## config.mk

```make
export PLATFORM = sky130hd
export DESIGN_NAME = sth_isqrt
export DESIGN_NICKNAME = d
export VERILOG_FILES = /design/src/design/sth_isqrt.sv
export SDC_FILE = /design/constraint.sdc
export NUM_CORES = 1
export LEC_CHECK = 0
export ABC_AREA = 0
export BUFFER_PORTS_ARGS = -buffer_cell sky130_fd_sc_hd__buf_2
export CAP_MARGIN = 20
export CORE_ASPECT_RATIO = 1.4
export CORE_UTILIZATION = 29
export DETAILED_ROUTE_END_ITERATION = 6
export PLACE_DENSITY = 0.48
export SLEW_MARGIN = 25
export SYNTH_ARGS = -nofsm -noshare
export SYNTH_HDL_FRONTEND = slang
export SYNTH_SLANG_ARGS = --single-unit
```

## constraint.sdc

```tcl
create_clock -name clk -period 11.8 [get_ports clk]
set_clock_uncertainty 0.05 [all_clocks]
set_input_delay 3.54 -clock clk [delete_from_list [all_inputs] [get_ports clk]]
set_output_delay 3.54 -clock clk [all_outputs]
set_load 0.01 [all_outputs]
```

## src/design/sth_isqrt.sv

```systemverilog
// integer square root of a 64-bit value, two radicand bits per cycle
module sth_isqrt (
	input  logic        clk,
	input  logic        arst_n,
	input  logic        start,
	input  logic [63:0] radicand,
	output logic        done,
	output logic [31:0] root
);

	logic [63:0] x_q;
	logic [63:0] r_q;
	logic [63:0] bit_q;
	logic [4:0]  cnt_q;
	logic        busy_q;
	logic        done_q;
	logic [63:0] trial;

	assign trial = r_q + bit_q;

	always_ff @(posedge clk or negedge arst_n) begin
		if (!arst_n) begin
			busy_q <= 1'b0;
			done_q <= 1'b0;
			cnt_q  <= '0;
		end else begin
			done_q <= 1'b0;
			if (start) begin
				busy_q <= 1'b1;
				cnt_q  <= '1;
			end else if (busy_q) begin
				cnt_q <= cnt_q - 1'b1;
				if (cnt_q == '0) begin
					busy_q <= 1'b0;
					done_q <= 1'b1;
				end
			end
		end
	end

	always_ff @(posedge clk) begin
		if (start) begin
			x_q   <= radicand;
			r_q   <= '0;
			bit_q <= 64'h4000_0000_0000_0000;
		end else if (busy_q) begin
			if (x_q >= trial) begin
				x_q <= x_q - trial;
				r_q <= (r_q >> 1) + bit_q;
			end else begin
				r_q <= r_q >> 1;
			end
			bit_q <= bit_q >> 2;
		end
	end

	assign done = done_q;
	assign root = r_q[31:0];

endmodule

```

==> results of run 1 <==
[stage by stage]
step | worst slack (ns) | utilization
floorplan | 2.24 | -
global placement | 5.02 | 0.307
detailed placement | 4.83 | 0.307
CTS | 4.79 | 0.318
global route | 4.15 | 0.318
finish | 4.77 | 0.318
[power groups by stage]
stage | Clock (uW) | Combinational, uW | Sequential (uW)
after floorplan | 0 | 1910 | 928
after global placement | 0 | 2540 | 1000
after detailed placement | 0 | 2530 | 1000
after CTS | 611 | 2550 | 991
after global routing | 630 | 2810 | 1010
final | 592 | 2550 | 989
[layer usage]
layer	track usage	vias to the layer above
li1	-	7646
met1	0.218	7467
met2	0.392	347
met3	0.0306	116
met4	0.106	0
met5	0	-
[kinds of logic after synthesis]
family / Yosys count / synth area share
simple gates: 700 / 0.204
compound gates: 681 / 0.277
buf+inv: 201 / 0.0582
flops: 167 / 0.249
xor+xnor: 147 / 0.0796
fa+ha+maj: 133 / 0.103
mux: 46 / 0.0290
[worst max-delay path, stage by stage (launching register included)]
cell and delay (ns):
dfxtp_1 0.55, ha_1 0.33, and2_4 0.19, a2111oi_4 0.36, o41ai_1 0.16, a41o_1 0.29
a221oi_2 0.48, o211ai_1 0.22, a31oi_1 0.36, o21bai_1 0.13, xnor2_1 0.15, ha_1 0.44
nand4_1 0.24, nor2_4 0.22, nand4_1 0.20, nor4_2 0.31, o21a_4 0.47, nor2_4 0.13
buf_4 0.29, o21ai_4 0.17, buf_4 0.69
[synth_stat cells (all sizes together) (8+ instances only)]
master / instances
ha: 132
nor2b: 21
nor4: 18
a211oi: 41
o21ai: 185
a21o: 41
a31oi: 57
o31ai: 9
buf: 71
a221oi: 13
and2: 24
nand3: 54
o211ai: 15
nand4: 46
a21oi: 154
mux2i: 39
clkbuf: 69
nor3b: 8
a31o: 14
nand2b: 12
dfxtp: 96
or3: 10
and3: 18
a311oi: 22
inv: 60
edfxtp: 64
xnor2: 84
nand2: 244
nor2: 179
o21bai: 36
xor2: 63
o21a: 15
nor3: 44
[sequential cells by signal (all words and copies together), names as in the netlist]
register,flops
busy_q,1
r_q,64
cnt_q,5
bit_q,32
x_q,64
done,1
[area by class of cell]
type | count | area, sq um | area share
sequential | 167 | 4020 | 0.229
multi-input combinational | 1707 | 11200 | 0.639
tap | 728 | 911 | 0.0519
clock inverter | 11 | 106 | 0.00605
timing repair buffer | 111 | 592 | 0.0337
clock buffer | 21 | 482 | 0.0274
inverter | 61 | 229 | 0.0130
[worst paths after layout]
| path | slack (ns) | start | end |
|---|---|---|---|
| max | 4.77 | r_q[30] | x_q[55] |
| min | 0.47 | r_q[0] | r_q[0] |
| max reg2reg | 4.77 | r_q[30] | x_q[55] |
| min reg2reg | 0.47 | r_q[0] | r_q[0] |
| max in group asynchronous | 8.69 | arst_n | busy_q |
| min in group asynchronous | 2.84 | arst_n | done |
==> flow_metrics.py, run 1 <==
metrics = {
    "timing": {
        "finalHoldViolCount": 0,
        "rsz0062_at_grt": "false",
        "finalSetupViolCount": 0,
        "period_minus_slack_ns": 7.03,
        "fin_crit_sh": 0.596,
        "max_freq_ghz": 0.142,
        "slew_viol_final": 0,
        "tightestPinTransition_ns": 1.01,
        "setup_tns_ns": 0,
        "slew_headroom": 0.314,
        "hold_ws_ns": 0.467,
    },
    "route": {
        "first_pass_iters": 7,
        "routedWlPerCell_microns": 20.8,
        "wl_microns": 58500,
        "drc_errors": 1,
        "viasPerCell": 5.55,
        "vias": 15600,
        "wl_met1_microns": 22800,
        "route.met3.wl_microns": 1930,
        "final_antenna_net_count": 0,
        "top_layer_used": "met4",
        "initialDrtViolationCount": 840,
        "wl_met2_microns": 31100,
    },
    "synthesis": {
        "synthTopCellsByArea": "dfxtp_1, edfxtp_1, ha_1",
        "yosysTopAreaCellShare": 0.119,
        "syn_avg_cell_area_sq_um": 7.79,
        "yosysUniqueCellTypes": 97,
        "synth_enable_flop_cells": 64,
        "synth_warnings": 0,
        "synthArstFlopShare": 0.0419,
        "yosys.area.top_type": "dfxtp_1",
        "ys_seq_elements": 167,
        "synth_seq_area_share": 0.249,
        "syn_nets": 2275,
        "synthCells": 2075,
        "syn-cell-area_sq_um": 16200,
        "synth_flop_cell": "dfxtp_1",
    },
    "power_and_ir_drop": {
        "pwr-share-comb": 0.617,
        "sw_frac_of_total": 0.498,
        "p_seq_frac": 0.240,
        "power.clock.fraction": 0.144,
        "p_per_area_nw_per_um2": 235,
        "power.switching_uw": 2060,
        "total_power_uw": 4130,
        "vdd.ir_drop.worst_mv": 0.122,
        "power_leakage_uw": 0.00686,
        "p_int_uw": 2070,
    },
    "hold_path": {
        "hold_class": "reg2reg",
        "hold_depth": 2,
    },
    "setup_path": {
        "path_max_fanout": 64,
        "worstPathArrival_ns": 7.06,
        "critPathKind": "reg2reg",
        "crit_required_ns": 11.84,
        "endpoint_kind": "flip-flop",
        "cp-start-kind": "flip-flop",
        "worst-r2r-cell-count": 20,
    },
    "finish": {
        "n_antenna_cell": 0,
        "final_area_sq_um": 17600,
        "fin_cells": 2806,
        "final_cell_mix": "nand2_1, nor2_1, o21ai_0",
        "fillers": 5959,
        "drive_gt1_frac": 0.101,
        "syn2layout_area_growth_pct": 8.62,
        "nNetsFinal": 2265,
        "layout_commonest_cell": "nand2_1",
    },
    "floorplanning": {
        "rows": 102,
        "coreArea_sq_um": 55300,
        "die_x_microns": 202,
        "io_pins": 100,
        "die_h_microns": 281,
        "floorplan.initialDensity": 0.293,
        "die-area_sq_um": 56700,
    },
    "clock_tree": {
        "cts_sinks": 167,
        "cts_tree": "done",
        "cts_buffers": 17,
        "clk_pin_slew_ns": 0.08,
        "hold_buffers": 0,
        "ctsLongestPathBuffers": 2,
        "clk_latency_ns": 0.48,
        "clockRootBuffer": "clkbuf_16",
        "htreeDepth": 4,
        "post_cts_buffers": 0,
        "cts_resized": 0,
    },
    "placement": {
        "postPlaceCellArea_sq_um": 17000,
        "place.port_buffers": 99,
        "place_hpwl_microns": 45700,
        "placedCellCount": 2774,
        "place_congestion": 0.912,
    },
    "grt": {
        "grt_usage": 0.206,
        "grt_pass1_vias": 15600,
        "antenna_found_initial": 1,
        "grt_pass1_wl_microns": 90100,
        "grt_max_degree": 84,
        "gr-total-overflow": 0,
    },
    "outcome": {
        "status": "complete, but fails checks",
        "violations": "design-rule violations",
    },
    "run": {
        "max-cap-violations": 0,
    },
}
No activity file was read; power rests on OpenSTA's default activity.
==> run 2, diff against run 1 <==
--- a/config.mk
+++ b/config.mk
@@ -11,7 +11,7 @@
 export CORE_ASPECT_RATIO = 1.4
 export CORE_UTILIZATION = 29
 export DETAILED_ROUTE_END_ITERATION = 6
-export PLACE_DENSITY = 0.48
+export PLACE_DENSITY = 0.5
 export SLEW_MARGIN = 25
 export SYNTH_ARGS = -nofsm -noshare
 export SYNTH_HDL_FRONTEND = slang
==> constraint.sdc (replaced) <==
create_clock -name clk -period 5.9 [get_ports clk]
set_clock_uncertainty 0.05 [all_clocks]
set_input_delay 1.77 -clock clk [delete_from_list [all_inputs] [get_ports clk]]
set_output_delay 1.77 -clock clk [all_outputs]
set_load 0.01 [all_outputs]
==> run 2 against run 1 <==
Against the previous run: the flow now finishes without violations; combinational power is 110% higher; critical path depth is 1 higher; design area is 3.5% higher; first-iteration DRC count is 0.95% higher; register-to-register slack worse by 4.4 ns; maximum frequency is 26% higher.
==> flow_metrics.py, run 2 (same netlist as run 1, synthesis figures left out) <==
metrics = {
    "floorplanning": {
        "coreArea_sq_um": 55300,
        "rows": 102,
        "die-area_sq_um": 56700,
        "die_x_microns": 202,
        "floorplan.initialDensity": 0.293,
        "io_pins": 100,
        "die_h_microns": 281,
    },
    "finish": {
        "ff_latch_area_sq_um": 4020,
        "largest_registers": "r_q (64), x_q (64), bit_q (32)",
        "fillers": 5952,
        "syn2layout_area_growth_pct": 12.4,
        "final_cell_mix": "nand2_1, nor2_1, o21ai_0",
        "layout_commonest_cell": "nand2_1",
        "drive_gt1_frac": 0.134,
        "multi_input_area_sq_um": 11300,
        "nNetsFinal": 2329,
        "n_antenna_cell": 0,
        "fin_util": 0.329,
    },
    "setup_path": {
        "worstPathArrival_ns": 5.89,
        "endpoint_kind": "flip-flop",
        "path_buf_inv": 1,
        "critical_path.top_delay_family": "compound AO/OA/AOI/OAI gates",
        "cp-start-kind": "flip-flop",
        "critPathKind": "reg2reg",
        "crit_required_ns": 6.22,
        "cp_cell_sequence": "ha_1 > a31oi_2 > a211oi_1 > a211oi_2 > o21ai_0 > a31o_2 > a21oi_1 > o21ai_1 > a31oi_1 > xor2_1 > ha_1 > a21oi_1 > o21ai_1 > nor2b_1 > a211o_1 > a311oi_4 > o21a_1 > nand2_2 > buf_12 > a21o_1 > a311oi_1",
        "cpMaxStageDelayCell": "ha_1",
        "path_max_fanout": 23,
        "max_stage_delay_ns": 0.37,
    },
    "timing": {
        "max_freq_ghz": 0.179,
        "rsz0062_at_grt": "false",
        "slew_headroom": 0.294,
        "setup_tns_ns": 0,
        "period_minus_slack_ns": 5.57,
        "finalSetupViolCount": 0,
        "tightestPinTransition_ns": 1.06,
        "slew_viol_final": 0,
        "fin_crit_sh": 0.945,
        "finalHoldViolCount": 0,
    },
    "power_and_ir_drop": {
        "sw_frac_of_total": 0.496,
        "pwr-share-comb": 0.640,
        "p_seq_frac": 0.225,
        "p_per_area_nw_per_um2": 470,
        "power.clock.fraction": 0.135,
        "p_int_uw": 4310,
        "power_leakage_uw": 0.00722,
        "power.switching_uw": 4240,
        "vdd.ir_drop.worst_mv": 0.301,
    },
    "clock_tree": {
        "clk_pin_slew_ns": 0.08,
        "clockRootBuffer": "clkbuf_16",
        "cts_buffers": 17,
        "cts_tree": "done",
        "cts_sinks": 167,
        "htreeDepth": 4,
        "ctsLongestPathBuffers": 2,
        "clk_latency_ns": 0.48,
    },
    "grt": {
        "gr-total-overflow": 0,
        "grt_pass1_vias": 16000,
        "grt_max_degree": 83,
        "grt_pass1_wl_microns": 91400,
        "antenna_found_initial": 0,
        "grt_usage": 0.209,
    },
    "placement": {
        "place.port_buffers": 99,
        "place_hpwl_microns": 46200,
        "place_congestion": 0.922,
    },
    "route": {
        "viasPerCell": 5.53,
        "final_antenna_net_count": 0,
        "initialDrtViolationCount": 848,
        "vias": 15900,
        "drc_errors": 0,
        "first_pass_iters": 5,
        "routedWlPerCell_microns": 20.6,
        "wl_microns": 59200,
    },
    "run": {
        "max-cap-violations": 0,
    },
    "hold_path": {
        "hold_class": "reg2reg",
    },
    "outcome": {
        "status": "complete, no violations",
    },
}
## run 2: changes by cell type in the layout (fill, tap and decap cells not counted), sizes merged
cell	previous run	this run
clkbuf	21	18
bufinv	1	0
clkinvlp	0	1
buf	111	175
clkinv	5	2
inv	66	72
## run 2: repair_timing
| item | in CTS | in global routing |
|---|---|---|
| pin swaps | 0 | 2 |
| hold buffers | 0 | 0 |
| cloned | 0 | 0 |
| setup endpoints to repair | 3 | 116 |
| gates resized for setup | 2 | 16 |
| buffers inserted | 0 | 2 |
## run 2: cell type report
class | count | area share
Clock buffer | 18 | 0.0236
Clock inverter | 14 | 0.00702
Inverter | 61 | 0.0126
Multi-Input combinational cell | 1707 | 0.623
Sequential cell | 167 | 0.221
Tap cell | 728 | 0.0501
Timing Repair Buffer | 175 | 0.0624
## run 2: power groups by stage
stage / combinational, uW / sequential, uW / clock [uW]
after floorplan: 3850 / 1820 / 0
after global placement: 5360 / 1950 / 0
after detailed placement: 5380 / 1940 / 0
after CTS: 5410 / 1920 / 1180
after global routing: 6030 / 1950 / 1220
final: 5470 / 1920 / 1150
## run 2: path summary, 6_finish.rpt
path	cells past startpoint	start	slack [ns]	endpoint
setup / recovery	21	bit_q[2]	0.33	r_q[5]
setup reg to reg	21	bit_q[2]	0.33	r_q[5]
max in group asynchronous	1	arst_n	4.57	busy_q
hold reg to reg	2	r_q[0]	0.46	r_q[0]
min in group asynchronous	1	arst_n	1.06	done
hold / removal	2	r_q[0]	0.46	r_q[0]
## run 2: stage by stage
stage	total power [uW]	setup slack, ns	cell area, sq um	hold WS, ns	std cells
2_1_floorplan	5670	0.0151	16200	0.427	2075
3_3_place_gp	7310	-0.00964	17500	0.445	2836
3_5_place_dp	7320	-0.00621	17500	0.454	2836
4_1_cts	8520	0.0768	18100	0.463	2868
5_1_grt	9200	0.0257	18200	0.519	2870
6_report	8550	0.326	18200	0.459	2870
## run 2: worst min-delay path, stage by stage, from the launching register on
cell and delay (ns):
dfxtp_1 0.33, nor2_1 0.08, a311oi_1 0.05
## run 2: metal layers
| layer | global-route usage | vias to the layer above | wire length [microns] |
|---|---|---|---|
| met4 | 0.123 | 0 | 3150 |
| met2 | 0.392 | 399 | 31000 |
| met5 | 0 | - | 0 |
| met3 | 0.0284 | 122 | 2190 |
| met1 | 0.220 | 7591 | 22800 |
| li1 | - | 7761 | - |
==> run 3, diff against run 2 <==
--- a/config.mk
+++ b/config.mk
@@ -11,7 +11,7 @@
 export CORE_ASPECT_RATIO = 1.4
 export CORE_UTILIZATION = 29
 export DETAILED_ROUTE_END_ITERATION = 6
-export PLACE_DENSITY = 0.5
+export PLACE_DENSITY_LB_ADDON = 0.12
 export SLEW_MARGIN = 25
 export SYNTH_ARGS = -nofsm -noshare
 export SYNTH_HDL_FRONTEND = slang
==> run 3 against run 2 <==
Against the previous run: design area rose by 1.8%; non-clock buffer count rose by 39; clock-buffer cell count fell by 1; register-to-register slack barely moved; first-iteration DRC count rose by 13%; clock power barely moved; via count rose by 0.38%; total power rose by 1.9%; routed wire length rose by 4.8%; global-route usage rose by 1.2 points; maximum frequency barely moved; critical endpoint is now r_q[50].
==> flow_metrics.py, run 3 (same netlist as run 1, synthesis figures left out) <==
metrics = {
    "outcome": {
        "status": "complete, no violations",
    },
    "route": {
        "viasPerCell": 5.48,
        "final_antenna_net_count": 0,
        "first_pass_iters": 5,
        "vias": 15900,
        "routedWlPerCell_microns": 21.3,
        "initialDrtViolationCount": 958,
        "wl_microns": 62000,
        "drc_errors": 0,
    },
    "timing": {
        "finalHoldViolCount": 0,
        "setup_slack_ns": 0.325,
        "finalSetupViolCount": 0,
        "fin_crit_sh": 0.945,
        "tightestPinTransition_ns": 0.799,
        "max_freq_ghz": 0.179,
        "slew_viol_final": 0,
        "period_minus_slack_ns": 5.57,
        "hold_ws_ns": 0.467,
        "slew_headroom": 0.467,
    },
    "grt": {
        "antenna_found_initial": 0,
        "grt_max_degree": 105,
        "gr-total-overflow": 0,
        "grt_pass1_vias": 16200,
        "grt_usage": 0.220,
        "grt_pass1_wl_microns": 94600,
    },
    "finish": {
        "syn2layout_area_growth_pct": 14.4,
        "largest_registers": "r_q (64), x_q (64), bit_q (32)",
        "layout_commonest_cell": "nand2_1",
        "nNetsFinal": 2368,
        "final_cell_mix": "nand2_1, nor2_1, o21ai_0",
        "fin_util": 0.335,
        "n_antenna_cell": 0,
        "drive_gt1_frac": 0.149,
    },
    "floorplanning": {
        "io_pins": 100,
        "coreArea_sq_um": 55300,
        "floorplan.initialDensity": 0.293,
        "die_x_microns": 202,
        "rows": 102,
        "die_h_microns": 281,
        "die-area_sq_um": 56700,
    },
    "setup_path": {
        "reg2reg_from": "bit_q[26]",
        "critPathKind": "reg2reg",
        "cpMaxStageDelayCell": "or4_1",
        "crit_required_ns": 6.27,
        "max_stage_delay_ns": 0.47,
        "path_max_fanout": 18,
        "worstPathArrival_ns": 5.94,
        "endpoint_kind": "flip-flop",
        "cp-start-kind": "flip-flop",
        "crit_start": "bit_q[26]",
        "cp_cell_sequence": "ha_1 > nand4_1 > or3_1 > o32a_1 > o21ai_1 > a221oi_2 > buf_4 > o211ai_1 > a31oi_2 > xor2_1 > ha_1 > and4_1 > nand2_2 > nor2_4 > nand4_1 > nor4_4 > o21a_4 > nor2_4 > buf_12 > buf_12 > or4_1 > a311oi_1",
    },
    "clock_tree": {
        "clk_pin_slew_ns": 0.08,
        "htreeDepth": 4,
        "cts_tree": "done",
        "cts_buffers": 17,
        "ctsLongestPathBuffers": 2,
        "cts_sinks": 167,
        "clockRootBuffer": "clkbuf_16",
        "clk_latency_ns": 0.52,
    },
    "run": {
        "max-cap-violations": 0,
    },
    "hold_path": {
        "min_from": "r_q[0]",
        "hold_class": "reg2reg",
    },
    "power_and_ir_drop": {
        "total_power_uw": 8710,
        "power_leakage_uw": 0.00745,
        "vdd.ir_drop.worst_mv": 0.218,
        "p_per_area_nw_per_um2": 471,
    },
    "placement": {
        "place.port_buffers": 99,
        "post-place-ws_ns": 0.113,
        "place_hpwl_microns": 49600,
        "place_congestion": 0.911,
    },
}
run 3: per-layer routing:
layer / vias up / wire [microns] / GRT usage
li1: 7846 / - / -
met1: 7645 / 23500 / 0.228
met2: 337 / 33600 / 0.424
met3: 105 / 1820 / 0.0317
met4: 0 / 3080 / 0.120
met5: - / 0 / 0
run 3: final cells by class:
| type | count | area [sq um] |
|---|---|---|
| clock buffers | 17 | 425 |
| clock inverters | 15 | 158 |
| fillers | 5956 | 36800 |
| inverters | 61 | 229 |
| multi-input cells | 1707 | 11300 |
| flip-flops and latches | 167 | 4020 |
| well taps | 728 | 911 |
| repair buffers | 214 | 1450 |
run 3: worst paths after layout:
kind / slack, ns / to / depth (start not counted)
hold reg to reg: 0.47 / r_q[0] / 2
setup / recovery: 0.33 / r_q[50] / 22
max in group asynchronous: 4.60 / busy_q / 1
hold / removal: 0.47 / r_q[0] / 2
min in group asynchronous: 1.03 / done / 1
setup reg to reg: 0.33 / r_q[50] / 22
run 3: metrics by stage:
stage          instance area [sq um]  TNS (ns)  instances
2_1_floorplan                  16200         0       2075
3_3_place_gp                   17800         0       2875
6_report                       18500         0       2909
3_5_place_dp                   17800         0       2875
5_1_grt                        18500    -0.139       2909
4_1_cts                        18400         0       2907
run 3: power breakdown:
part / switching (uW) / total (uW) / internal (uW) / leakage (uW)
combinational: 3430 / 5640 / 2210 / 0.00565
clock: 614 / 1180 / 564 / 0.000284
sequential: 231 / 1890 / 1660 / 0.00151
total: 4270 / 8710 / 4430 / 0.00745
run 3: worst max-delay path: cells and delay by family (launching register included):
family	cells	cell delay, ns
buffers and inverters	3	0.45
adder cells (fa/ha/maj)	2	0.86
XOR/XNOR	1	0.19
AND/OR/NAND/NOR	9	2.20
flip-flops	1	0.38
AO/OA/AOI/OAI	7	1.32
run 3: what timing repair did:
item,in CTS,in global routing
endpoints found under the setup margin,0,127
gates resized for setup,0,17
setup buffers,0,2
hold endpoints to repair,0,0
hold buffers,0,0
