===== config.mk =====
export PLATFORM = sky130hd
export DESIGN_NAME = sth_div
export DESIGN_NICKNAME = d
export VERILOG_FILES = /design/src/design/sth_pkg.sv /design/src/design/sth_div.sv
export SDC_FILE = /design/constraint.sdc
export NUM_CORES = 1
export LEC_CHECK = 0
export BUFFER_PORTS_ARGS = -buffer_cell sky130_fd_sc_hd__buf_2
export CORE_MARGIN = 4
export CORE_UTILIZATION = 65
export DETAILED_ROUTE_END_ITERATION = 8
export PLACE_DENSITY_LB_ADDON = 0.3
export SYNTH_ARGS = -nofsm -noshare
export SYNTH_HDL_FRONTEND = slang
export SYNTH_SLANG_ARGS = --single-unit

===== constraint.sdc =====
create_clock -name clk -period 6.2 [get_ports clk]
set_input_delay 0.62 -clock clk [delete_from_list [all_inputs] [get_ports clk]]
set_output_delay 0.62 -clock clk [all_outputs]
set_load 0.05 [all_outputs]

===== src/design/sth_pkg.sv =====
// shared types, codes and constants of the synchronized trapezoid homing block
package sth_pkg;

	typedef enum logic [2:0] {
		KIND_FEEDBACK = 3'd0,
		KIND_HOME     = 3'd1,
		KIND_TICK     = 3'd2,
		KIND_START    = 3'd3,
		KIND_STOP     = 3'd4
	} kind_t;

	typedef enum logic [1:0] {
		MODE_IDLE = 2'd0,
		MODE_RUN  = 2'd1,
		MODE_STOP = 2'd2
	} mode_t;

	typedef enum logic [1:0] {
		REG_JOINT_COUNT = 2'd0,
		REG_SPEED_LIMIT = 2'd1,
		REG_ACCEL_LIMIT = 2'd2
	} reg_t;

	typedef enum logic [4:0] {
		ST_IDLE,
		ST_P1_DIFF,
		ST_P1_MDA,
		ST_P1_MVV,
		ST_P1_MAV,
		ST_P1_CMP,
		ST_P1_TRI_DIV,
		ST_P1_SQRT,
		ST_P1_RAMP_DIV,
		ST_P1_COAST_DIV,
		ST_P1_BEST,
		ST_P1_END,
		ST_P1_DEN,
		ST_P2_DIFF,
		ST_P2_DIV,
		ST_P2_WAIT,
		ST_P2_END,
		ST_ADV,
		ST_F1,
		ST_F2,
		ST_F3,
		ST_OUT_PREP,
		ST_PM1,
		ST_PM2,
		ST_PM3,
		ST_OUT
	} state_t;

	// request to the shared divider: floor(numer * 2^shift / denom), capped
	typedef struct packed {
		logic        start;
		logic [5:0]  shift;
		logic [63:0] numer;
		logic [63:0] denom;
		logic [63:0] cap;
	} div_req_t;

	localparam logic [3:0]  JOINT_COUNT_RST = 4'd8;
	localparam logic [30:0] SPEED_LIMIT_RST = 31'd32768;
	localparam logic [30:0] ACCEL_LIMIT_RST = 31'd32768;

	localparam logic [63:0] DENOM_MIN = 64'd43;
	localparam logic [63:0] CAP_U64   = 64'hFFFF_FFFF_FFFF_FFFF;
	localparam logic [63:0] CAP_U32   = 64'h0000_0000_FFFF_FFFF;
	localparam logic [63:0] CAP_S31   = 64'h0000_0000_7FFF_FFFF;
	localparam logic [5:0]  SHIFT_Q16 = 6'd16;
	localparam logic [5:0]  SHIFT_Q32 = 6'd32;

	// saturate a product to 64 bits
	function automatic logic [63:0] sat64(input logic [66:0] p);
		logic [63:0] r;
		r = (p[66:64] != 3'd0) ? CAP_U64 : p[63:0];
		return r;
	endfunction

endpackage


===== src/design/sth_div.sv =====
// shared restoring divider, one quotient bit per cycle, with saturation
module sth_div (
	input  logic               clk,
	input  logic               arst_n,
	input  sth_pkg::div_req_t  req,
	output logic               done,
	output logic [63:0]        quot
);

	localparam int NUM_W = 96;
	localparam int CNT_W = 7;

	logic [NUM_W-1:0] num_q;
	logic [63:0]      rem_q;
	logic [63:0]      q_q;
	logic [63:0]      den_q;
	logic [63:0]      cap_q;
	logic             ovf_q;
	logic             busy_q;
	logic             done_q;
	logic [CNT_W-1:0] cnt_q;

	logic [64:0] rem2;
	logic        ge;

	assign rem2 = {rem_q, num_q[NUM_W-1]};
	assign ge   = rem2 >= {1'b0, den_q};

	always_ff @(posedge clk or negedge arst_n) begin
		if (!arst_n) begin
			busy_q <= 1'b0;
			done_q <= 1'b0;
			cnt_q  <= '0;
		end else begin
			done_q <= 1'b0;
			if (req.start) begin
				busy_q <= 1'b1;
				cnt_q  <= CNT_W'(NUM_W - 1);
			end else if (busy_q) begin
				cnt_q <= cnt_q - 1'b1;
				if (cnt_q == '0) begin
					busy_q <= 1'b0;
					done_q <= 1'b1;
				end
			end
		end
	end

	always_ff @(posedge clk) begin
		if (req.start) begin
			num_q <= NUM_W'(req.numer) << req.shift;
			rem_q <= '0;
			q_q   <= '0;
			ovf_q <= 1'b0;
			den_q <= req.denom;
			cap_q <= req.cap;
		end else if (busy_q) begin
			rem_q <= ge ? 64'(rem2 - {1'b0, den_q}) : rem2[63:0];
			q_q   <= {q_q[62:0], ge};
			ovf_q <= ovf_q | q_q[63];
			num_q <= num_q << 1;
		end
	end

	assign done = done_q;
	assign quot = (ovf_q || (q_q > cap_q)) ? cap_q : q_q;

endmodule


==> flow_metrics.env, run 1 <==
export IMPL_path_clk_slew_ns=0.06
export IMPL_antenna_found_initial=10
export IMPL_clock_sinks=362
export IMPL_critical_path_max_fanout=38
export IMPL_dp_slack_ns=1.68
export IMPL_final_cells=3132
export IMPL_synth_top_flop_cell="edfxtp_1"
export IMPL_via_per_inst=6.34
export IMPL_setup_tns_ns=0
export IMPL_post_drt_wl_per_cell_um=20.6
export IMPL_io_buffers=265
export IMPL_rsz0062_at_grt="false"
export IMPL_drtPass1Iterations=6
export IMPL_clockBufferDepth=3
export IMPL_setup_ws_ns=1.16
export IMPL_cp_arrival_ns=4.42
export IMPL_via_count=19861
export IMPL_ys_seq_elements=362
export IMPL_drive_gt1_frac=0.185
export IMPL_tightest_slew_ns=1.13
export IMPL_hp_class="in2reg"
export IMPL_cp_data_required_time_ns=5.58
export IMPL_drt_wl_total_mm=64.5
export IMPL_dpl_cell_area_mm2=0.0251
export IMPL_final_area_mm2=0.0265
export IMPL_hold_viol=0
export IMPL_num_rows=69
export IMPL_grt_max_degree=107
export IMPL_grt_pass1_wl_mm=101
export IMPL_synth_nets=2797
export IMPL_vdd_drop_max_mv=0.346
export IMPL_end_kind="output pin"
export IMPL_cts_made_buffers=40
export IMPL_place_congestion=0.964
export IMPL_status="finished, final reports clean"
export IMPL_clk_latency_ns=0.57
export IMPL_synth_area_per_cell_um2=9.60
export IMPL_start_util=0.662
export IMPL_core_mm2=0.0357
export IMPL_dieArea_mm2=0.0395
export IMPL_async_reset_ff_frac=0.0249
export IMPL_slew_viol_final=0
export IMPL_critical_path_class="reg2out"
export IMPL_grt_use_total=0.316
export IMPL_synth_warnings=0
export IMPL_cts_setup_buffers=0
export IMPL_synth_edf_count=224
export IMPL_htreeDepth=2
export IMPL_netlist_instances=2465
export IMPL_power_mw=6.14
export IMPL_yosysUniqueCellTypes=79
export IMPL_cellLeakagePower_nw=12.2
export IMPL_powerDensity_mw_per_mm2=232
export IMPL_drc=0
export IMPL_setup_viol=0
export IMPL_first_iter_violations=1612
export IMPL_timing_final_crit_share=0.814
export IMPL_skew_ns=0.0126
export IMPL_die_w_um=199
export IMPL_fmax_ghz=0.198
export IMPL_hpwl_mm=46.5
export IMPL_ant_nets=0
export IMPL_grt_pass1_vias=19448
export IMPL_cts_root_buf="clkbuf_16"
export IMPL_die_y_um=199
export IMPL_synth_area_mm2=0.0237
export IMPL_boundaryPins=266
export IMPL_maxCapViolCount=0
export IMPL_grt_overflow_total=0
export IMPL_relSlewSlack=0.245
export IMPL_area_growth_pct=11.8
export IMPL_cp_start_kind="flip-flop"
export IMPL_dp_cells=3049
export IMPL_final_core_util=0.741
export IMPL_whs_ns=0.224
export IMPL_cts_tree="done"
export IMPL_nets=2963
export IMPL_synth_sequential_area_ratio=0.403
export IMPL_period_minus_slack_ns=5.04
-- cells by family after synthesis --
family,synth area share
adder cells (fa/ha/maj),0.0695
multiplexers,0.159
AND/OR/NAND/NOR,0.118
buffers and inverters,0.0545
AO/OA/AOI/OAI,0.173
flip-flops,0.403
XOR/XNOR,0.0237
-- layout make-up --
type	instances	area [um2]
multi-input cells	1771	12900
flip-flops and latches	362	9540
fillers	2552	9270
repair buffers	284	1480
clock buffers	62	1210
inverters	172	647
well taps	461	577
clock inverters	12	144
diodes	8	20.0
-- Yosys cell counts, drive strengths merged (7+ instances only) --
master | instances | share of area
nor2 | 283 | 0.045
nand2 | 237 | 0.038
edfxtp | 224 | 0.28
mux2i | 176 | 0.074
inv | 171 | 0.027
o21ai | 145 | 0.031
a21oi | 140 | 0.030
ha | 130 | 0.069
dfxtp | 129 | 0.11
clkbuf | 112 | 0.018
mux2 | 81 | 0.039
a211oi | 64 | 0.020
a21o | 56 | 0.018
buf | 48 | 0.0095
mux4 | 48 | 0.046
nand4 | 43 | 0.012
xnor2 | 34 | 0.013
o2bb2ai | 32 | 0.012
xor2 | 30 | 0.011
a31oi | 28 | 0.0080
o21a | 19 | 0.0060
nand3 | 16 | 0.0034
a221oi | 15 | 0.0055
nor3 | 15 | 0.0034
o211ai | 15 | 0.0048
nor2b | 13 | 0.0035
o21bai | 13 | 0.0041
and3 | 12 | 0.0032
o22a | 10 | 0.0037
dfrtp | 9 | 0.0095
o221ai | 9 | 0.0033
nor4 | 8 | 0.0021
a211o | 7 | 0.0026
a221o | 7 | 0.0030
a31o | 7 | 0.0026
nand2b | 7 | 0.0018
-- registers in the layout, summed over array words and instances (netlist names) --
register	flops
ovf_q	1
den_q	64
cnt_q	7
num_q	96
q_q	64
rem_q	64
busy_q	1
done	1
cap_q	64
-- path summary, 6_finish.rpt --
kind | end | slack, ns | cells after the start | start
min in group asynchronous | cnt_q[6] | 0.48 | 2 | arst_n
hold reg to reg | rem_q[21] | 0.48 | 2 | rem_q[21]
max in group asynchronous | busy_q | 5.51 | 2 | arst_n
setup reg to reg | rem_q[56] | 1.66 | 13 | den_q[21]
hold / removal | cap_q[4] | 0.22 | 1 | req[4]
setup / recovery | quot[58] | 1.16 | 11 | cap_q[25]
-- where the power goes --
part	leakage (nW)	total [mW]	switching [mW]	internal (mW)
Combinational	8.05	0.906	0.564	0.342
Sequential	3.46	2.78	0.0557	2.72
Clock	0.663	2.46	0.989	1.47
Total	12.2	6.14	1.61	4.53
-- layout by cell type, fill, tap and decap left out, types with 8 or more instances in the layout --
cell	count
nor2_1	283
buf_2	263
nand2_1	237
edfxtp_1	224
mux2i_1	176
inv_1	170
a21oi_1	140
o21ai_0	138
ha_1	130
dfxtp_1	129
mux2_2	81
a211oi_1	64
a21o_1	55
mux4_2	48
clkbuf_16	44
nand4_1	42
xnor2_1	34
o2bb2ai_1	32
xor2_1	30
a31oi_1	27
o21a_1	19
buf_4	19
nand3_1	16
a221oi_1	15
o211ai_1	15
nor3_1	14
clkbuf_1	14
o21bai_1	13
and3_1	12
nor2b_1	12
o22a_1	10
o221ai_1	9
diode_2	8
nor4_1	8
dfrtp_1	8
-- metal layers --
metal | up-vias | share of wire | track usage
li1 | 9345 | - | -
met3 | 204 | 0.068 | 0.0534
met1 | 9452 | 0.39 | 0.395
met2 | 856 | 0.49 | 0.539
met5 | - | 0.00039 | 0
met4 | 4 | 0.051 | 0.147
-- repair_timing --
| item | in CTS | in global routing |
|---|---|---|
| hold endpoints to repair | 9 | 0 |
| hold buffers | 1 | 0 |
| gates resized for setup | 0 | 0 |
-- critical path, cell delays in order (launching register included) --
cell       delay, ns
edfxtp_1        0.34
inv_1           0.05
ha_1            0.29
nand4_1         0.15
nor4_1          0.58
nor2b_1         0.35
a2111oi_0       0.14
o21ai_0         0.18
a21o_2          0.57
buf_4           0.55
mux2_2          0.42
buf_2           0.22
No activity file was read; power rests on OpenSTA's default activity.
==> run 2, diff against run 1 <==
CORE_UTILIZATION = 54   (was 65)
clock period = 4.5 ns   (was 6.2 ns; I/O delays follow)
==> flow_metrics.env, run 2 (synthesis results as in run 1) <==
export IMPL_status="finished, final reports clean"
export IMPL_n_fill_cell=3674
export IMPL_io_buffers=265
export IMPL_via_per_inst=5.94
export IMPL_grt_max_degree=144
export IMPL_cp_data_required_time_ns=4.05
export IMPL_grt_overflow_total=0
export IMPL_end_kind="output pin"
export IMPL_htreeDepth=2
export IMPL_period_minus_slack_ns=4.30
export IMPL_grt_use_total=0.267
export IMPL_start_util=0.548
export IMPL_area_growth_pct=13.5
export IMPL_skew_ns=0.0169
export IMPL_grt_pass1_vias=19319
export IMPL_nets=2976
export IMPL_first_iter_violations=1549
export IMPL_hold_viol=0
export IMPL_grt_pass1_wl_mm=103
export IMPL_tightest_slew_ns=0.985
export IMPL_regMostFlops="num_q"
export IMPL_cts_root_buf="clkbuf_16"
export IMPL_dp_slack_ns=0.708
export IMPL_drtPass1Iterations=5
export IMPL_cts_setup_buffers=0
export IMPL_ant_nets=0
export IMPL_antenna_found_initial=3
export IMPL_timing_final_crit_share=0.955
export IMPL_core_mm2=0.0432
export IMPL_clk_latency_ns=0.56
export IMPL_cp_arrival_ns=3.85
export IMPL_drc=0
export IMPL_critical_path_max_fanout=49
export IMPL_power_mw=8.66
export IMPL_clockBufferDepth=3
export IMPL_whs_ns=0.0651
export IMPL_cts_made_buffers=42
export IMPL_seqCellArea_mm2=0.00954
export IMPL_path_clk_slew_ns=0.06
export IMPL_fmax_ghz=0.233
export IMPL_largest_register_ffs=96
export IMPL_critical_path_class="reg2out"
export IMPL_boundaryPins=266
export IMPL_post_drt_wl_per_cell_um=19.8
export IMPL_hp_class="in2reg"
export IMPL_die_w_um=217
export IMPL_maxCapViolCount=0
export IMPL_dieArea_mm2=0.0473
export IMPL_cellLeakagePower_nw=12.3
export IMPL_max_stage_delay_ns=0.41
export IMPL_die_y_um=217
export IMPL_layout_commonest_cell="nor2_1"
export IMPL_multi_input_area_mm2=0.0129
export IMPL_vdd_drop_max_mv=0.340
export IMPL_drive_gt1_frac=0.190
export IMPL_mostFrequentLayoutCells="nor2_1 (283), buf_2 (261), nand2_1 (237)"
export IMPL_powerDensity_mw_per_mm2=322
export IMPL_cts_tree="done"
export IMPL_slew_viol_final=0
export IMPL_place_congestion=0.939
export IMPL_clock_sinks=362
export IMPL_drt_wl_total_mm=64.6
export IMPL_setup_tns_ns=0
export IMPL_crit_slowest_cell="a2111oi_1"
export IMPL_via_count=19389
export IMPL_path_cells="inv_1, ha_1, a21o_1, a21o_1, a21oi_1, o21ai_0, a21oi_1, nor2b_1, a2111oi_1, o21ai_0, a21o_4, buf_12, mux2_2, clkbuf_4"
export IMPL_hpwl_mm=47.9
export IMPL_cp_start_kind="flip-flop"
export IMPL_setup_ws_ns=0.203
export IMPL_setup_viol=0
export IMPL_relSlewSlack=0.343
export IMPL_num_rows=76
-- run 2: cell types whose count changed in the layout (fill, tap and decap cells not counted), sizes merged --
| cell | change |
|---|---|
| diode | -6 |
| buf | +9 |
| bufinv | +2 |
| inv | +1 |
| clkbuf | +4 |
| clkinv | -1 |
-- run 2: where the power goes --
group / internal, mW / switching, mW
Sequential: 3.75 / 0.0814
Combinational: 0.477 / 0.778
Clock: 2.21 / 1.36
-- run 2: per-layer routing --
metal,vias up,routed length [um],share of wire,track usage
met3,121,3190,0.049,0.0324
met1,9335,27200,0.42,0.348
li1,9382,-,-,-
met5,-,13,0.00020,0
met4,2,2090,0.032,0.0878
met2,549,32200,0.50,0.465
-- run 2: path summary, 6_finish.rpt --
check / start / endpoint / slack (ns) / cells after the start
worst max-delay path: cap_q[9] / quot[5] / 0.20 / 14
max in group asynchronous: arst_n / busy_q / 3.99 / 2
worst max register to register: num_q[95] / rem_q[56] / 0.71 / 14
worst min register to register: rem_q[19] / rem_q[19] / 0.49 / 2
worst min-delay path: req[96] / den_q[32] / 0.07 / 1
min in group asynchronous: arst_n / cnt_q[3] / 0.32 / 2
-- run 2: layout make-up --
| type | instances | share of cell area |
|---|---|---|
| Clock inverter | 14 | 0.00740 |
| Antenna cell | 2 | 0.000186 |
| Tap cell | 585 | 0.0272 |
| Sequential cell | 362 | 0.355 |
| Timing Repair Buffer | 295 | 0.0608 |
| Inverter | 172 | 0.0241 |
| Clock buffer | 64 | 0.0468 |
| Multi-Input combinational cell | 1771 | 0.479 |
-- run 2: what timing repair did --
| action | 4_1_cts | 5_1_grt |
|---|---|---|
| hold endpoints to repair | 9 | 0 |
| resized for setup | 0 | 5 |
| hold buffers | 1 | 0 |
| setup endpoints to repair | 0 | 49 |
-- run 2: critical path: cells and delay by family (launching register included) --
kind / cells / cell delay, ns
AO/OA/AOI/OAI: 8 / 1.76
multiplexers: 1 / 0.31
buffers and inverters: 3 / 0.49
flip-flops: 1 / 0.38
adder cells (fa/ha/maj): 1 / 0.23
AND/OR/NAND/NOR: 1 / 0.10
-- run 2: stage by stage --
stage / util / cells / cell area (um2)
6_report: 0.622 / 3265 / 26900
2_1_floorplan: - / 2465 / 23700
4_1_cts: 0.622 / 3263 / 26900
3_5_place_dp: 0.588 / 3184 / 25400
5_1_grt: 0.622 / 3265 / 26900
3_3_place_gp: 0.588 / 3184 / 25400
==> run 3, diff against run 2 <==
BUFFER_PORTS_ARGS = -buffer_cell sky130_fd_sc_hd__buf_4   (was -buffer_cell sky130_fd_sc_hd__buf_2)
CORE_MARGIN = 2   (was 4)
MAX_ROUTING_LAYER = met4   (was unset)
==> flow_metrics.env, run 3 (synthesis results as in run 1) <==
export IMPL_io_buffers=265
export IMPL_rsz0062_at_grt="false"
export IMPL_power_mw=8.28
export IMPL_dp_slack_ns=0.667
export IMPL_cts_tree="done"
export IMPL_cp_data_required_time_ns=4.05
export IMPL_setup_tns_ns=0
export IMPL_start_util=0.548
export IMPL_hold_viol=0
export IMPL_r2r_start="den_q[21]"
export IMPL_boundaryPins=266
export IMPL_critical_path_max_fanout=16
export IMPL_drive_gt1_frac=0.188
export IMPL_path_cells="inv_1, ha_1, a21o_1, a21o_1, a21o_1, a21oi_1, nor2b_1, o211ai_1, a211oi_1, a2111oi_2, o21ai_1, a21o_4, buf_4, mux2_2, buf_4"
export IMPL_place_congestion=0.968
export IMPL_fmax_ghz=0.240
export IMPL_grt_use_total=0.287
export IMPL_largest_register_ffs=96
export IMPL_via_count=19342
export IMPL_final_core_util=0.632
export IMPL_vdd_drop_max_mv=0.325
export IMPL_period_minus_slack_ns=4.16
export IMPL_skew_ns=0.0190
export IMPL_post_drt_wl_per_cell_um=19.8
export IMPL_crit_path_start="cap_q[49]"
export IMPL_setup_ws_ns=0.335
export IMPL_crit_family="compound AO/OA/AOI/OAI gates"
export IMPL_tightest_slew_ns=1.46
export IMPL_status="finished, final reports clean"
export IMPL_n_fill_cell=3613
export IMPL_max_stage_delay_ns=0.39
export IMPL_final_area_mm2=0.0273
export IMPL_cts_made_buffers=41
export IMPL_drt_wl_total_mm=64.4
export IMPL_path_depth=15
export IMPL_hpwl_mm=47.2
export IMPL_mostFrequentLayoutCells="nor2_1 (283), buf_4 (283), nand2_1 (237)"
export IMPL_area_growth_pct=15.2
export IMPL_dp_cells=3177
export IMPL_cellLeakagePower_nw=12.3
export IMPL_powerDensity_mw_per_mm2=303
export IMPL_num_rows=76
export IMPL_setup_viol=0
export IMPL_die_y_um=213
export IMPL_final_cells=3258
export IMPL_r2r_end="rem_q[56]"
export IMPL_drc=0
export IMPL_relSlewSlack=0.0244
export IMPL_hp_class="in2reg"
export IMPL_end_kind="output pin"
export IMPL_nets=2969
export IMPL_cp_start_kind="flip-flop"
export IMPL_htreeDepth=2
export IMPL_core_mm2=0.0432
export IMPL_dieArea_mm2=0.0455
export IMPL_crit_top_cell="a21o_1"
export IMPL_cts_root_buf="clkbuf_16"
export IMPL_r2r_slack_ns=0.68
export IMPL_first_iter_violations=1730
export IMPL_antenna_found_initial=3
export IMPL_crit_end="quot[59]"
export IMPL_die_w_um=213
export IMPL_maxCapViolCount=0
export IMPL_grt_pass1_wl_mm=101
export IMPL_cp_arrival_ns=3.71
export IMPL_clockBufferDepth=3
export IMPL_via_per_inst=5.94
export IMPL_clk_latency_ns=0.58
export IMPL_regMostFlops="num_q"
export IMPL_critPathBufInv=3
export IMPL_ant_nets=0
export IMPL_timing_final_crit_share=0.926
export IMPL_grt_pass1_vias=18980
export IMPL_rr_worst_depth=14
export IMPL_grt_overflow_total=0
export IMPL_critical_path_class="reg2out"
export IMPL_whs_ns=0.0370
export IMPL_slew_viol_final=0
export IMPL_clock_sinks=362
export IMPL_dpl_cell_area_mm2=0.0260
export IMPL_path_clk_slew_ns=0.06
export IMPL_grt_max_degree=179
export IMPL_drtPass1Iterations=6
export IMPL_crit_slowest_cell="edfxtp_1"
[run 3: changes by cell type in the layout (fill, tap and decap cells not counted), moves of 4 or more]
cell	before	now
buf_2	261	0
buf_4	25	283
bufinv_16	5	0
clkbuf_16	45	41
clkinvlp_4	0	4
[run 3: worst min-delay path by stage]
stage | slack [ns] | cells after the start | end | from
final | 0.04 | 1 | cap_q[63] | req[63]
after global routing | 0.02 | 1 | cap_q[40] | req[40]
after CTS | 0.009 | 1 | cap_q[63] | req[63]
after detailed placement | 0.28 | 1 | cnt_q[4] | arst_n
after global placement | 0.28 | 1 | cnt_q[4] | arst_n
after floorplan | 0.15 | 0 | busy_q | arst_n
[run 3: cell type report]
cell class	instances	area (um2)	area share
Clock buffer	60	1140	0.0417
Clock inverter	15	114	0.00417
Inverter	172	647	0.0237
Timing Repair Buffer	289	2230	0.0817
Multi-Input combinational cell	1771	12900	0.472
Sequential cell	362	9540	0.350
Antenna cell	4	10.0	0.000367
Tap cell	585	732	0.0268
[run 3: metal layers]
metal	vias up	wire length (um)	GRT usage
met4	0	2880	0.130
met3	160	2870	0.0344
met5	-	0	-
met2	548	31400	0.474
met1	9254	27300	0.355
li1	9380	-	-
[run 3: repair_timing]
action	4_1_cts	5_1_grt
pin swaps	0	1
resized for setup	1	6
buffers inserted	0	1
endpoints found under the setup margin	1	64
hold buffers	1	0
hold endpoints to repair	9	0
[run 3: power by group]
group | leakage [nW] | internal, mW | switching [mW]
clock network | 0.600 | 1.77 | 1.38
logic | 8.26 | 0.522 | 0.776
registers | 3.46 | 3.75 | 0.0793
total | 12.3 | 6.04 | 2.24
